**src/rtl/core/sbr_pkg.sv**
```systemverilog
package sbr_pkg;

    typedef logic [7:0] byte_t;

    localparam logic [31:0] COOKIE      = 32'h2112_A442;
    localparam logic [15:0] REQ_TYPE    = 16'h0001;
    localparam logic [15:0] RESP_TYPE   = 16'h0101;
    localparam logic [15:0] ATTR_XMA    = 16'h0020;
    localparam byte_t       FAMILY_V4   = 8'h01;
    localparam byte_t       MSG_LEN     = 8'd12;
    localparam byte_t       ATTR_LEN    = 8'd8;
    localparam int          TID_BYTES   = 12;
    localparam int          RESP_BYTES  = 32;

    // everything the back end needs to build one response
    typedef struct packed {
        logic [TID_BYTES-1:0][7:0] tid;   // tid[0] is the first id byte
        logic [15:0]               xport;
        logic [31:0]               xip;
    } job_t;

endpackage

```
**src/rtl/core/sbr_front.sv**
```systemverilog
module sbr_front
    import sbr_pkg::*;
(
    input  logic        aclk,
    input  logic        aresetn,
    input  logic        s_tvalid,
    output logic        s_tready,
    input  logic [55:0] s_tdata,   // in_byte [7:0], src_ip [39:8], src_port [55:40]
    input  logic        s_tlast,
    output logic        push_valid,
    input  logic        push_ready,
    output job_t        push_job
);

    localparam logic [4:0] COUNT_MAX  = 5'd31;
    localparam logic [4:0] COOKIE_POS = 5'd4;
    localparam logic [4:0] TID_POS    = 5'd8;
    localparam logic [4:0] TID_END    = 5'd19;

    logic [4:0] count_reg, count_next;
    logic       type_ok_reg, type_ok_next;
    logic       cookie_ok_reg, cookie_ok_next;
    byte_t      tid_reg [TID_BYTES];

    byte_t       in_byte;
    logic [31:0] src_ip;
    logic [15:0] src_port;
    logic        accept;
    logic [1:0]  cookie_k;
    byte_t       type_want;
    byte_t       cookie_want;

    assign in_byte  = s_tdata[7:0];
    assign src_ip   = s_tdata[39:8];
    assign src_port = s_tdata[55:40];

    assign s_tready = push_ready;
    assign accept   = s_tvalid && s_tready;

    assign cookie_k    = count_reg[1:0];
    assign type_want   = count_reg[0] ? REQ_TYPE[7:0] : REQ_TYPE[15:8];
    assign cookie_want = byte_t'(COOKIE >> {~cookie_k, 3'b000});

    always_comb begin
        count_next     = count_reg;
        type_ok_next   = type_ok_reg;
        cookie_ok_next = cookie_ok_reg;
        if (accept) begin
            if (count_reg < 5'd2) begin
                if (in_byte != type_want) type_ok_next = 1'b0;
            end else if (count_reg >= COOKIE_POS && count_reg < TID_POS) begin
                if (in_byte != cookie_want) cookie_ok_next = 1'b0;
            end
            if (count_reg < COUNT_MAX) count_next = count_reg + 5'd1;
            if (s_tlast) begin
                count_next     = '0;
                type_ok_next   = 1'b1;
                cookie_ok_next = 1'b1;
            end
        end
    end

    always_ff @(posedge aclk) begin
        if (!aresetn) begin
            count_reg     <= '0;
            type_ok_reg   <= 1'b1;
            cookie_ok_reg <= 1'b1;
        end else begin
            count_reg     <= count_next;
            type_ok_reg   <= type_ok_next;
            cookie_ok_reg <= cookie_ok_next;
        end
    end

    always_ff @(posedge aclk) begin
        for (int i = 0; i < TID_BYTES; i++) begin
            if (accept && count_reg == TID_POS + 5'(i)) tid_reg[i] <= in_byte;
        end
    end

    // the last id byte may be the one arriving now
    always_comb begin
        for (int i = 0; i < TID_BYTES; i++) begin
            push_job.tid[i] = tid_reg[i];
        end
        if (count_reg == TID_END) push_job.tid[TID_BYTES-1] = in_byte;
        push_job.xport = src_port ^ COOKIE[31:16];
        push_job.xip   = src_ip ^ COOKIE;
    end

    // match flags are final once the header is past the cookie
    assign push_valid = accept && s_tlast && count_reg >= TID_END
                        && type_ok_reg && cookie_ok_reg;

endmodule

```
**src/rtl/core/sbr_queue.sv**
```systemverilog
module sbr_queue
    import sbr_pkg::*;
#(
    parameter int DEPTH = 2
) (
    input  logic aclk,
    input  logic aresetn,
    input  logic push_valid,
    output logic push_ready,
    input  job_t push_job,
    output logic pop_valid,
    input  logic pop_ready,
    output job_t pop_job
);

    localparam int         PTR_W  = $clog2(DEPTH);
    localparam int         CNT_W  = $clog2(DEPTH + 1);
    localparam logic [PTR_W-1:0] PTR_LAST = PTR_W'(DEPTH - 1);
    localparam logic [CNT_W-1:0] CNT_FULL = CNT_W'(DEPTH);

    job_t             slot_reg [DEPTH];
    logic [PTR_W-1:0] wr_ptr_reg, wr_ptr_next;
    logic [PTR_W-1:0] rd_ptr_reg, rd_ptr_next;
    logic [CNT_W-1:0] count_reg, count_next;
    logic             do_push, do_pop;

    assign push_ready = count_reg != CNT_FULL;
    assign pop_valid  = count_reg != '0;
    assign pop_job    = slot_reg[rd_ptr_reg];

    assign do_push = push_valid && push_ready;
    assign do_pop  = pop_valid && pop_ready;

    always_comb begin
        wr_ptr_next = wr_ptr_reg;
        rd_ptr_next = rd_ptr_reg;
        count_next  = count_reg;
        if (do_push) wr_ptr_next = (wr_ptr_reg == PTR_LAST) ? '0 : wr_ptr_reg + PTR_W'(1);
        if (do_pop)  rd_ptr_next = (rd_ptr_reg == PTR_LAST) ? '0 : rd_ptr_reg + PTR_W'(1);
        if (do_push && !do_pop)      count_next = count_reg + CNT_W'(1);
        else if (do_pop && !do_push) count_next = count_reg - CNT_W'(1);
    end

    always_ff @(posedge aclk) begin
        if (!aresetn) begin
            wr_ptr_reg <= '0;
            rd_ptr_reg <= '0;
            count_reg  <= '0;
        end else begin
            wr_ptr_reg <= wr_ptr_next;
            rd_ptr_reg <= rd_ptr_next;
            count_reg  <= count_next;
        end
    end

    always_ff @(posedge aclk) begin
        if (do_push) slot_reg[wr_ptr_reg] <= push_job;
    end

endmodule

```
**src/rtl/core/sbr_back.sv**
```systemverilog
module sbr_back
    import sbr_pkg::*;
(
    input  logic       aclk,
    input  logic       aresetn,
    input  logic       job_valid,
    output logic       job_ready,
    input  job_t       job,
    output logic       m_tvalid,
    input  logic       m_tready,
    output logic [7:0] m_tdata,   // out_byte [7:0]
    output logic       m_tlast
);

    localparam logic [4:0] LAST_IDX = 5'(RESP_BYTES - 1);

    logic [4:0] idx_reg, idx_next;
    logic       valid_reg, valid_next;
    byte_t      data_reg;
    logic       last_reg;
    logic       load;

    function automatic byte_t resp_byte(job_t j, logic [4:0] idx);
        logic [3:0] t;
        logic [1:0] k;
        byte_t      b;
        t = 4'(idx - 5'd8);
        k = idx[1:0];
        case (idx) inside
            5'd0:           b = RESP_TYPE[15:8];
            5'd1:           b = RESP_TYPE[7:0];
            5'd2:           b = 8'h00;
            5'd3:           b = MSG_LEN;
            [5'd4:5'd7]:    b = byte_t'(COOKIE >> {~k, 3'b000});
            [5'd8:5'd19]:   b = j.tid[t];
            5'd20:          b = ATTR_XMA[15:8];
            5'd21:          b = ATTR_XMA[7:0];
            5'd22:          b = 8'h00;
            5'd23:          b = ATTR_LEN;
            5'd24:          b = 8'h00;
            5'd25:          b = FAMILY_V4;
            5'd26:          b = j.xport[15:8];
            5'd27:          b = j.xport[7:0];
            [5'd28:5'd31]:  b = byte_t'(j.xip >> {~k, 3'b000});
            default:        b = 8'h00;
        endcase
        return b;
    endfunction

    // output register refills whenever it is empty or being taken
    assign load      = !valid_reg || m_tready;
    assign job_ready = load && idx_reg == LAST_IDX;

    always_comb begin
        idx_next   = idx_reg;
        valid_next = valid_reg;
        if (load) begin
            valid_next = job_valid;
            if (job_valid) idx_next = (idx_reg == LAST_IDX) ? '0 : idx_reg + 5'd1;
        end
    end

    always_ff @(posedge aclk) begin
        if (!aresetn) begin
            idx_reg   <= '0;
            valid_reg <= 1'b0;
        end else begin
            idx_reg   <= idx_next;
            valid_reg <= valid_next;
        end
    end

    always_ff @(posedge aclk) begin
        if (load && job_valid) begin
            data_reg <= resp_byte(job, idx_reg);
            last_reg <= idx_reg == LAST_IDX;
        end
    end

    assign m_tvalid = valid_reg;
    assign m_tdata  = data_reg;
    assign m_tlast  = last_reg;

endmodule

```
**src/rtl/core/stun_binding_responder.sv**
```systemverilog
// stun binding responder: takes a udp payload one byte per cycle and, for every
// binding request of at least 20 bytes with the right type and magic cookie, sends
// a 32-byte binding success response with the transaction id echoed and an
// xor-mapped-address built from the sender ip and port (sampled with the last
// byte). input runs at one byte per cycle; each response then streams out at one
// byte per cycle from the serialiser while m_tready is high. a queue of QUEUE_DEPTH
// pending responses sits between the parser and the serialiser, and s_tready
// drops only while that queue is full, so bursts of short requests stall input.
// the job is registered in a queue slot, each response byte in the output register.
module stun_binding_responder
    import sbr_pkg::*;
#(
    parameter int QUEUE_DEPTH = 2
) (
    input  logic        aclk,
    input  logic        aresetn,
    input  logic        s_tvalid,
    output logic        s_tready,
    input  logic [55:0] s_tdata,   // in_byte [7:0], src_ip [39:8], src_port [55:40]
    input  logic        s_tlast,
    output logic        m_tvalid,
    input  logic        m_tready,
    output logic [7:0]  m_tdata,   // out_byte [7:0]
    output logic        m_tlast
);

    logic push_valid, push_ready;
    job_t push_job;
    logic pop_valid, pop_ready;
    job_t pop_job;

    sbr_front u_front (
        .aclk       (aclk),
        .aresetn    (aresetn),
        .s_tvalid   (s_tvalid),
        .s_tready   (s_tready),
        .s_tdata    (s_tdata),
        .s_tlast    (s_tlast),
        .push_valid (push_valid),
        .push_ready (push_ready),
        .push_job   (push_job)
    );

    sbr_queue #(
        .DEPTH (QUEUE_DEPTH)
    ) u_queue (
        .aclk       (aclk),
        .aresetn    (aresetn),
        .push_valid (push_valid),
        .push_ready (push_ready),
        .push_job   (push_job),
        .pop_valid  (pop_valid),
        .pop_ready  (pop_ready),
        .pop_job    (pop_job)
    );

    sbr_back u_back (
        .aclk      (aclk),
        .aresetn   (aresetn),
        .job_valid (pop_valid),
        .job_ready (pop_ready),
        .job       (pop_job),
        .m_tvalid  (m_tvalid),
        .m_tready  (m_tready),
        .m_tdata   (m_tdata),
        .m_tlast   (m_tlast)
    );

endmodule

```
**config.mk**
```make
export PLATFORM = sky130hd
export DESIGN_NAME = stun_binding_responder
export DESIGN_NICKNAME = d
export VERILOG_FILES = /design/src/rtl/core/sbr_pkg.sv /design/src/rtl/core/sbr_front.sv /design/src/rtl/core/sbr_queue.sv /design/src/rtl/core/sbr_back.sv /design/src/rtl/core/stun_binding_responder.sv
export SDC_FILE = /design/constraint.sdc
export NUM_CORES = 1
export LEC_CHECK = 0
export ABC_AREA = 1
export ABC_CLOCK_PERIOD_IN_PS = 12350
export BUFFER_PORTS_ARGS = -buffer_cell sky130_fd_sc_hd__buf_2
export CAP_MARGIN = 30
export CELL_PAD_IN_SITES_DETAIL_PLACEMENT = 1
export CELL_PAD_IN_SITES_GLOBAL_PLACEMENT = 2
export CORE_ASPECT_RATIO = 0.7
export CORE_MARGIN = 1.5
export CORE_UTILIZATION = 43
export CTS_CLUSTER_DIAMETER = 120
export DETAILED_ROUTE_END_ITERATION = 10
export PLACE_DENSITY_LB_ADDON = 0.1
export SYNTH_ARGS = -nofsm -noshare
export SYNTH_HDL_FRONTEND = slang
export SYNTH_SLANG_ARGS = --single-unit
```
**constraint.sdc**
```tcl
create_clock -name aclk -period 12.35 [get_ports aclk]
set_input_delay 3.0875 -clock aclk [delete_from_list [all_inputs] [get_ports aclk]]
set_output_delay 3.0875 -clock aclk [all_outputs]
set_load 0.03 [all_outputs]
```
==> flow_metrics.py, run 1 <==
metrics = {
    "status": {
        "status": "complete, no violations",
    },
    "final_layout": {
        "fin_util_pct": 49.4,
        "drive_gt1_share_pct": 13.7,
        "largest_reg_flops": 288,
        "area_growth_pct": 13.4,
        "diodes": 0,
        "final_nets": 1363,
    },
    "min_path": {
        "hold_class": "flip-flop to flip-flop",
    },
    "yosys": {
        "async_flop_share_pct": 0,
        "synth_edf_count": 393,
        "ys.flop_type": "edfxtp_1",
        "syn_area_um2": 16100,
        "ys_ff_latch": 411,
        "synth.distinct_cells": 43,
        "syn_inst": 1210,
        "yosysWarnings": 0,
        "avgSynthCellArea_um2": 13.3,
        "syn_nets": 1282,
        "ys_seq_area_share_pct": 75.6,
    },
    "clock_tree": {
        "clkSinkCount": 411,
        "root_buffer": "clkbuf_16",
        "clk_pin_slew_ps": 60,
        "htreeDepth": 2,
        "cts_setup_buffers": 0,
        "cts_tree": "built",
        "numCtsBuffers": 41,
        "cts_hold_buf": 0,
        "clk_latency_ps": 550,
        "post_cts_resized": 0,
        "cts_buffer_depth": 3,
    },
    "pwr": {
        "vdd.ir_drop.worst_uv": 146,
        "p_comb_share_pct": 1.3,
        "p_sw_share_pct": 19.6,
        "p_per_area_nw_per_um2": 153,
        "p_leak_nw": 6.28,
        "clockPowerShare_pct": 44.3,
        "seqPwrFrac_pct": 54.4,
        "p_int_mw": 2.24,
        "power.switching_uw": 548,
    },
    "timing": {
        "worst_clock_skew_ps": 15.8,
        "rsz0062_at_grt": "false",
        "setup_viol": 0,
        "slew_viol_final": 0,
        "post-route-period-util_pct": 44.1,
        "worst_pin_slew_ps": 952,
        "relSlewSlack_pct": 36.6,
        "setup_tns_ps": 0,
        "min_period_ps": 5450,
        "max_freq_mhz": 183,
        "hold_viol_final": 0,
        "worst_slack_ps": 6900,
    },
    "placement": {
        "dp_slack_ps": 6320,
        "io_buffer_count": 71,
        "place.gp.congestion": 0.777,
        "dp_hpwl_mm": 24.1,
    },
    "global_routing": {
        "grt-ovfl-total": 0,
        "grt_pass1_vias": 9892,
        "antenna_found_initial": 0,
        "grtUsageTotal_pct": 21.1,
        "grt_pass1_wl_mm": 59.9,
        "grt_max_degree": 83,
    },
    "critical_path": {
        "crit_buf_inv": 4,
        "worstPathCellList": "buf_2 > nand2_1 > nor2_1 > inv_1 > nor3_2 > inv_1 > nor2_4 > buf_4",
        "worst-endpoint-required_ps": 12510,
        "cp_common_cell": "inv_1",
        "cp-end-kind": "flip-flop",
        "path_class": "primary input to flip-flop",
        "cpPeakStageDelay_ps": 830,
        "critPathMaxFanout": 65,
        "worstSetupStartpointType": "primary input",
        "slowest_stage": "buf_4",
        "critical_path.top_delay_family": "simple AND/OR/NAND/NOR gates",
        "crit_arrival_ps": 5620,
    },
    "die": {
        "start_util_pct": 43.5,
        "die_x_um": 234,
        "core_region_area_um2": 37000,
        "die-area_um2": 38600,
        "io_pins": 72,
        "rows": 59,
        "die_h_um": 165,
    },
    "drt": {
        "drtAntennaViolNets": 0,
        "firstDrtPassIters": 4,
        "wl_per_cell_um": 22.1,
        "vias": 9684,
        "drt_iter0_drc": 616,
        "remaining_drc_errors": 0,
        "vias_per_cell": 5.35,
        "wl_mm": 40.0,
    },
    "flow_run": {
        "drv_cap": 0,
    },
}
-- cell type report --
cell class              instances  area, um2
clock buffers                  49       1060
repair buffers                 93        520
clock inverters                26        250
inverters                      72        280
fillers                      3703      18700
multi-input cells             672       3370
well taps                     488        611
flip-flops and latches        411      12200
-- per-stage QoR --
step	cell area (um2)	hold WS (ps)	power, mW	std cells
final	18300	439	2.79	1811
after floorplan	16100	419	1.56	1210
after global placement	16900	422	1.58	1735
after CTS	18300	441	2.82	1811
after global routing	18300	453	2.87	1811
after detailed placement	17000	430	1.59	1736
-- Yosys cell counts (2+ instances only) --
cell      count  area [um2]
nor2_2        4        25.0
dfxtp_1      18         360
ha_1         11         138
nor3_1       15        75.1
nand2_1     156         586
a21oi_2       3        26.3
buf_6         2        22.5
nor2_4        3        33.8
o22ai_1      16         100
nor2_1      168         631
nand4_1       4        25.0
nand2_4       2        22.5
buf_2        21         105
o21ai_0     116         581
o221ai_1     21         184
edfxtp_1    393       11800
buf_4        12        90.1
inv_4         2        12.5
clkbuf_1     19        71.3
inv_2         6        22.5
a31oi_1       5        31.3
o21a_1        2        15.0
o311ai_1      3        26.3
nand3_1      70         350
o21ai_1      11        55.1
nor4_1        2        12.5
inv_1        63         236
a21oi_1      15        75.1
nand2_2       2        12.5
o211ai_1     30         225
nand3b_1      3        22.5
-- power by group through the flow --
stage | registers [mW] | clock network (mW) | logic (mW)
finish | 1.52 | 1.24 | 0.0374
global route | 1.52 | 1.31 | 0.0418
CTS | 1.52 | 1.26 | 0.0380
detailed placement | 1.55 | 0 | 0.0379
global placement | 1.55 | 0 | 0.0367
floorplan | 1.55 | 0 | 0.0117
-- logic make-up (layout without fill, tap and decap cells) --
group	Yosys count	count (layout)	share of synthesized area, %
flip-flops	411	411	75.6
XOR/XNOR	2	2	0.109
multiplexers	1	1	0.0622
AO/OA/AOI/OAI	225	225	8.40
AND/OR/NAND/NOR	433	433	11.4
adder cells (fa/ha/maj)	11	11	0.855
buffers and inverters	127	240	3.57
-- cells in the final DEF (no fill, tap or decap), types with 16 or more instances in the layout --
cell type and n:
nor2_1 166, clkbuf_16 41, edfxtp_1 393, buf_4 22
o221ai_1 21, buf_2 71, inv_1 63, nand3_1 70
o211ai_1 30, o21ai_0 116, o22ai_1 16, nand2_1 156
-- routing by layer --
layer  share of wire [%]  vias to the layer above  wire, um  GRT usage (%)
li1                    -                     4547         -              -
met1                  47                     4886     18900           30.3
met2                  46                      184     18400           33.6
met3                 4.2                       67      1680           2.95
met4                 2.3                        0       931           6.15
met5                   0                        -         0              0
-- worst paths after layout --
kind                               start                  endpoint  slack (ps)  depth (start not counted)
setup / recovery                s_tvalid   u_queue.slot_reg[1][34]        6900                          8
setup reg to reg       u_back.idx_reg[0]         u_back.m_tdata[7]        8520                          9
hold reg to reg   u_front.tid_reg[1][23]  u_queue.slot_reg[1][103]         440                          0
hold / removal    u_front.tid_reg[1][23]  u_queue.slot_reg[1][103]         440                          0
No activity file was read; power rests on OpenSTA's default activity.
==> run 2, diff against run 1 <==
--- a/config.mk
+++ b/config.mk
@@ -6,7 +6,7 @@
 export NUM_CORES = 1
 export LEC_CHECK = 0
 export ABC_AREA = 1
-export ABC_CLOCK_PERIOD_IN_PS = 12350
+export ABC_CLOCK_PERIOD_IN_PS = 5400
 export BUFFER_PORTS_ARGS = -buffer_cell sky130_fd_sc_hd__buf_2
 export CAP_MARGIN = 30
 export CELL_PAD_IN_SITES_DETAIL_PLACEMENT = 1
==> constraint.sdc (replaced) <==
create_clock -name aclk -period 5.4 [get_ports aclk]
set_input_delay 1.35 -clock aclk [delete_from_list [all_inputs] [get_ports aclk]]
set_output_delay 1.35 -clock aclk [all_outputs]
set_load 0.03 [all_outputs]
==> run 2 against run 1 <==
Effect of this change:
- sequential cell count did not move
- via count rose by 0.14%
- non-clock buffer count rose by 3
- combinational power rose by 130%
- clock skew fell by 3.9 ps
- critical path depth rose by 2
- critical path type is now flip-flop to flip-flop
- highest routed layer unchanged
==> flow_metrics.py, run 2 (synthesis results as in run 1) <==
metrics = {
    "final_layout": {
        "diodes": 0,
        "finish.instance_area_um2": 18300,
        "largest_reg_flops": 288,
        "mostFrequentLayoutCell": "edfxtp_1",
        "final_cell_mix": "393 x edfxtp_1, 166 x nor2_1, 156 x nand2_1",
        "area_growth_pct": 13.6,
        "final_nets": 1366,
        "drive_gt1_share_pct": 13.8,
    },
    "critical_path": {
        "cp-end-kind": "flip-flop",
        "startpoint": "u_back.idx_reg[0]",
        "worst-endpoint-required_ps": 5680,
        "critPathMaxFanout": 49,
        "r2r_setup_slack_ps": 2320,
        "path_class": "flip-flop to flip-flop",
        "worstSetupStartpointType": "flip-flop",
        "crit-reg2reg-launch": "u_back.idx_reg[0]",
        "crit_arrival_ps": 3360,
    },
    "die": {
        "io_pins": 72,
        "start_util_pct": 43.5,
        "die_h_um": 165,
        "die_x_um": 234,
        "rows": 59,
        "core_region_area_um2": 37000,
        "die-area_um2": 38600,
    },
    "drt": {
        "vias": 9698,
        "firstDrtPassIters": 5,
        "drt_iter0_drc": 777,
        "wl_mm": 41.1,
        "vias_per_cell": 5.35,
        "wl_per_cell_um": 22.7,
        "remaining_drc_errors": 0,
        "drtAntennaViolNets": 0,
    },
    "pwr": {
        "p_per_area_nw_per_um2": 343,
        "power_mw": 6.27,
        "vdd.ir_drop.worst_uv": 280,
        "p_leak_nw": 6.29,
    },
    "clock_tree": {
        "cts_hold_buf": 0,
        "root_buffer": "clkbuf_16",
        "numCtsBuffers": 41,
        "clk_pin_slew_ps": 60,
        "htreeDepth": 2,
        "cts_setup_buffers": 0,
        "cts_buffer_depth": 3,
        "clkSinkCount": 411,
        "cts_tree": "built",
        "clk_latency_ps": 550,
        "post_cts_resized": 0,
    },
    "timing": {
        "slew_viol_final": 0,
        "worst_pin_slew_ps": 875,
        "post-route-period-util_pct": 57.1,
        "setup_viol": 0,
        "worst_slack_ps": 2320,
        "hold_viol_final": 0,
        "relSlewSlack_pct": 41.4,
        "rsz0062_at_grt": "false",
        "setup_tns_ps": 0,
        "worst_clock_skew_ps": 11.9,
        "hold_ws_ps": 435,
        "min_period_ps": 3080,
        "max_freq_mhz": 325,
    },
    "global_routing": {
        "grtUsageTotal_pct": 21.6,
        "grt_max_degree": 113,
        "grt-ovfl-total": 0,
        "antenna_found_initial": 0,
        "grt_pass1_wl_mm": 61.4,
        "grt_pass1_vias": 10000,
    },
    "placement": {
        "placed_cell_area_um2": 17000,
        "io_buffer_count": 71,
        "dp_slack_ps": 1770,
        "dp_hpwl_mm": 24.8,
        "place.gp.congestion": 0.802,
    },
    "min_path": {
        "worstHoldStart": "u_front.tid_reg[2][18]",
        "hold_class": "flip-flop to flip-flop",
    },
    "status": {
        "status": "complete, no violations",
    },
    "flow_run": {
        "drv_cap": 0,
    },
}
run 2: layout make-up:
type / count / area (um2)
Fill cell: 3772 / 18700
Sequential cell: 411 / 12200
Multi-Input combinational cell: 672 / 3370
Clock buffer: 57 / 1130
Tap cell: 488 / 611
Timing Repair Buffer: 96 / 593
Inverter: 72 / 280
Clock inverter: 16 / 128
run 2: critical path, cell delays in order, from the launching register on:
cell     delay (ps)
dfxtp_2         790
buf_4           660
nand2_1         240
nor2_1          280
a21oi_4         170
nand3_1         160
a21oi_1         100
o21ai_1         170
nand2_1          80
nand2_1          60
nand2_1          80
run 2: metal layers:
metal	part of all wire, %	global-route usage (%)	up-vias
li1	-	-	4568
met1	48	31.4	4899
met2	46	34.2	179
met3	4.3	3.35	52
met4	1.7	5.45	0
met5	0	0	-
run 2: final timing paths:
kind / endpoint / cells past startpoint
setup / recovery: u_back.m_tdata[0] / 10
hold / removal: u_queue.slot_reg[0][130] / 0
setup reg to reg: u_back.m_tdata[0] / 10
hold reg to reg: u_queue.slot_reg[0][130] / 0
run 2: stage by stage:
stage / std cells / util (%)
after floorplan: 1210 / -
after global placement: 1738 / 46.0
after detailed placement: 1739 / 46.0
after CTS: 1812 / 49.4
after global routing: 1812 / 49.4
final: 1812 / 49.4
run 2: report_power, final:
group	internal, mW	switching (mW)
Clock	1.56	1.16
Combinational	0.0261	0.0614
Sequential	3.47	0.00401
==> run 3, diff against run 2 <==
--- a/config.mk
+++ b/config.mk
@@ -6,14 +6,14 @@
 export NUM_CORES = 1
 export LEC_CHECK = 0
 export ABC_AREA = 1
-export ABC_CLOCK_PERIOD_IN_PS = 5400
+export ABC_CLOCK_PERIOD_IN_PS = 2650
 export BUFFER_PORTS_ARGS = -buffer_cell sky130_fd_sc_hd__buf_2
 export CAP_MARGIN = 30
 export CELL_PAD_IN_SITES_DETAIL_PLACEMENT = 1
 export CELL_PAD_IN_SITES_GLOBAL_PLACEMENT = 2
 export CORE_ASPECT_RATIO = 0.7
 export CORE_MARGIN = 1.5
-export CORE_UTILIZATION = 43
+export CORE_UTILIZATION = 39
 export CTS_CLUSTER_DIAMETER = 120
 export DETAILED_ROUTE_END_ITERATION = 10
 export PLACE_DENSITY_LB_ADDON = 0.1
==> constraint.sdc (replaced) <==
create_clock -name aclk -period 2.65 [get_ports aclk]
set_input_delay 0.6625 -clock aclk [delete_from_list [all_inputs] [get_ports aclk]]
set_output_delay 0.6625 -clock aclk [all_outputs]
set_load 0.03 [all_outputs]
==> run 3 against run 2 <==
Effect of this change:
- power is 110% higher
- non-clock buffer count is 28 higher
- via count is 0.38% higher
- fmax is 35% higher
- count of clock-buffer cells in the layout is 1 higher
- combinational power is 110% higher
- cell area is 2.8% higher
- first-iteration DRC count is 20% lower
==> flow_metrics.py, run 3 (synthesis results as in run 1) <==
metrics = {
    "pwr": {
        "p_per_area_nw_per_um2": 686,
        "p_leak_nw": 6.48,
        "vdd.ir_drop.worst_uv": 438,
    },
    "critical_path": {
        "ff2ff_path_depth": 12,
        "worstPathCellList": "ha_1 > inv_1 > nor2_1 > ha_1 > inv_1 > a21oi_4 > nand3_1 > a21oi_1 > o21ai_1 > nand2_1 > nand2_1 > nand2_1",
        "r2r_setup_slack_ps": 360,
        "cpPeakStageDelay_ps": 390,
        "critical_path.top_delay_family": "compound AO/OA/AOI/OAI gates",
        "crit_arrival_ps": 2700,
        "r2r-end": "u_back.m_tdata[0]",
        "path_depth": 12,
        "cp-end-kind": "flip-flop",
        "path_class": "flip-flop to flip-flop",
        "worst-endpoint-required_ps": 3060,
        "critPathMaxFanout": 8,
        "slowest_stage": "dfxtp_2",
        "crit-reg2reg-launch": "u_back.idx_reg[0]",
        "crit_buf_inv": 2,
        "worstSetupStartpointType": "flip-flop",
        "startpoint": "u_back.idx_reg[0]",
        "cp_common_cell": "nand2_1",
    },
    "drt": {
        "vias": 9735,
        "drtAntennaViolNets": 0,
        "firstDrtPassIters": 4,
        "wl_mm": 40.7,
        "remaining_drc_errors": 0,
        "wl_per_cell_um": 21.5,
        "drt_iter0_drc": 618,
        "vias_per_cell": 5.13,
    },
    "final_layout": {
        "drive_gt1_share_pct": 16.2,
        "multiInputGateArea_um2": 3400,
        "fillers": 4187,
        "largest_reg_flops": 288,
        "diodes": 0,
        "final_nets": 1394,
        "area_growth_pct": 16.7,
        "mostFrequentLayoutCell": "edfxtp_1",
        "final_cell_mix": "393 x edfxtp_1, 166 x nor2_1, 155 x nand2_1",
        "regArea_um2": 12200,
        "fin_util_pct": 46.0,
    },
    "placement": {
        "io_buffer_count": 71,
        "place.gp.congestion": 0.785,
        "dp_hpwl_mm": 26.2,
    },
    "timing": {
        "slew_viol_final": 0,
        "worst_clock_skew_ps": 13.7,
        "worst_pin_slew_ps": 693,
        "relSlewSlack_pct": 53.6,
        "setup_viol": 0,
        "post-route-period-util_pct": 86.4,
        "max_freq_mhz": 437,
        "min_period_ps": 2290,
        "rsz0062_at_grt": "false",
        "setup_tns_ps": 0,
        "hold_viol_final": 0,
    },
    "die": {
        "rows": 62,
        "die_x_um": 246,
        "die-area_um2": 42500,
        "start_util_pct": 39.4,
        "core_region_area_um2": 40900,
        "io_pins": 72,
        "die_h_um": 173,
    },
    "clock_tree": {
        "clk_latency_ps": 550,
        "cts_setup_buffers": 0,
        "clk_pin_slew_ps": 60,
        "htreeDepth": 2,
        "post_cts_resized": 0,
        "numCtsBuffers": 41,
        "cts_hold_buf": 0,
        "root_buffer": "clkbuf_16",
        "clkSinkCount": 411,
        "cts_buffer_depth": 3,
        "cts_tree": "built",
    },
    "flow_run": {
        "drv_cap": 0,
    },
    "global_routing": {
        "antenna_found_initial": 0,
        "grt_max_degree": 78,
        "grt_pass1_wl_mm": 61.9,
        "grt-ovfl-total": 0,
        "grt_pass1_vias": 10100,
        "grtUsageTotal_pct": 19.4,
    },
    "min_path": {
        "hold_path_depth": 1,
        "hold_class": "primary input to flip-flop",
        "worstHoldStart": "s_tdata[38]",
        "min_to": "u_queue.slot_reg[0][30]",
    },
    "status": {
        "status": "complete, no violations",
    },
}
==> run 3: metal layers <==
layer  share of wire [%]  wire, um  track usage, %  vias to the layer above
li1                    -         -               -                     4619
met1                  48     19500            27.8                     4887
met2                  46     18600            30.4                      162
met3                 4.0      1630            3.38                       67
met4                 2.5      1000            5.47                        0
met5                   0         0               0                        -
==> run 3: how the worst max path moves through the flow <==
stage,end,slack [ps]
after detailed placement,u_queue.slot_reg[0][82],250
after global placement,u_queue.slot_reg[0][82],290
after global routing,u_back.m_tdata[0],140
after CTS,u_back.m_tdata[0],320
after floorplan,u_queue.slot_reg[1][0],-1060
final,u_back.m_tdata[0],360
==> run 3: final cells by class <==
class                   instances  share of cell area (%)
multi-input cells             672                    18.1
well taps                     544                    3.62
clock inverters                17                   0.846
repair buffers                124                    5.08
clock buffers                  58                    6.07
inverters                      72                    1.49
flip-flops and latches        411                    64.8
==> run 3: metrics by stage <==
| step | setup slack [ps] | hold slack [ps] | cell area (um2) | total power, mW | std cells |
|---|---|---|---|---|---|
| after floorplan | -1060 | 419 | 16100 | 7.27 | 1210 |
| after global placement | 288 | 422 | 17500 | 7.39 | 1823 |
| after detailed placement | 249 | 431 | 17500 | 7.40 | 1823 |
| after CTS | 319 | 279 | 18800 | 13.1 | 1898 |
| after global routing | 138 | 289 | 18800 | 13.3 | 1898 |
| final | 360 | 308 | 18800 | 12.9 | 1898 |
==> run 3: power breakdown <==
group / internal (mW) / leakage (nW) / total [mW] / switching, mW
sequential: 7.07 / 3.68 / 7.07 / 0.00844
combinational: 0.0582 / 2.17 / 0.180 / 0.121
clock: 3.21 / 0.627 / 5.64 / 2.43
total: 10.3 / 6.48 / 12.9 / 2.56
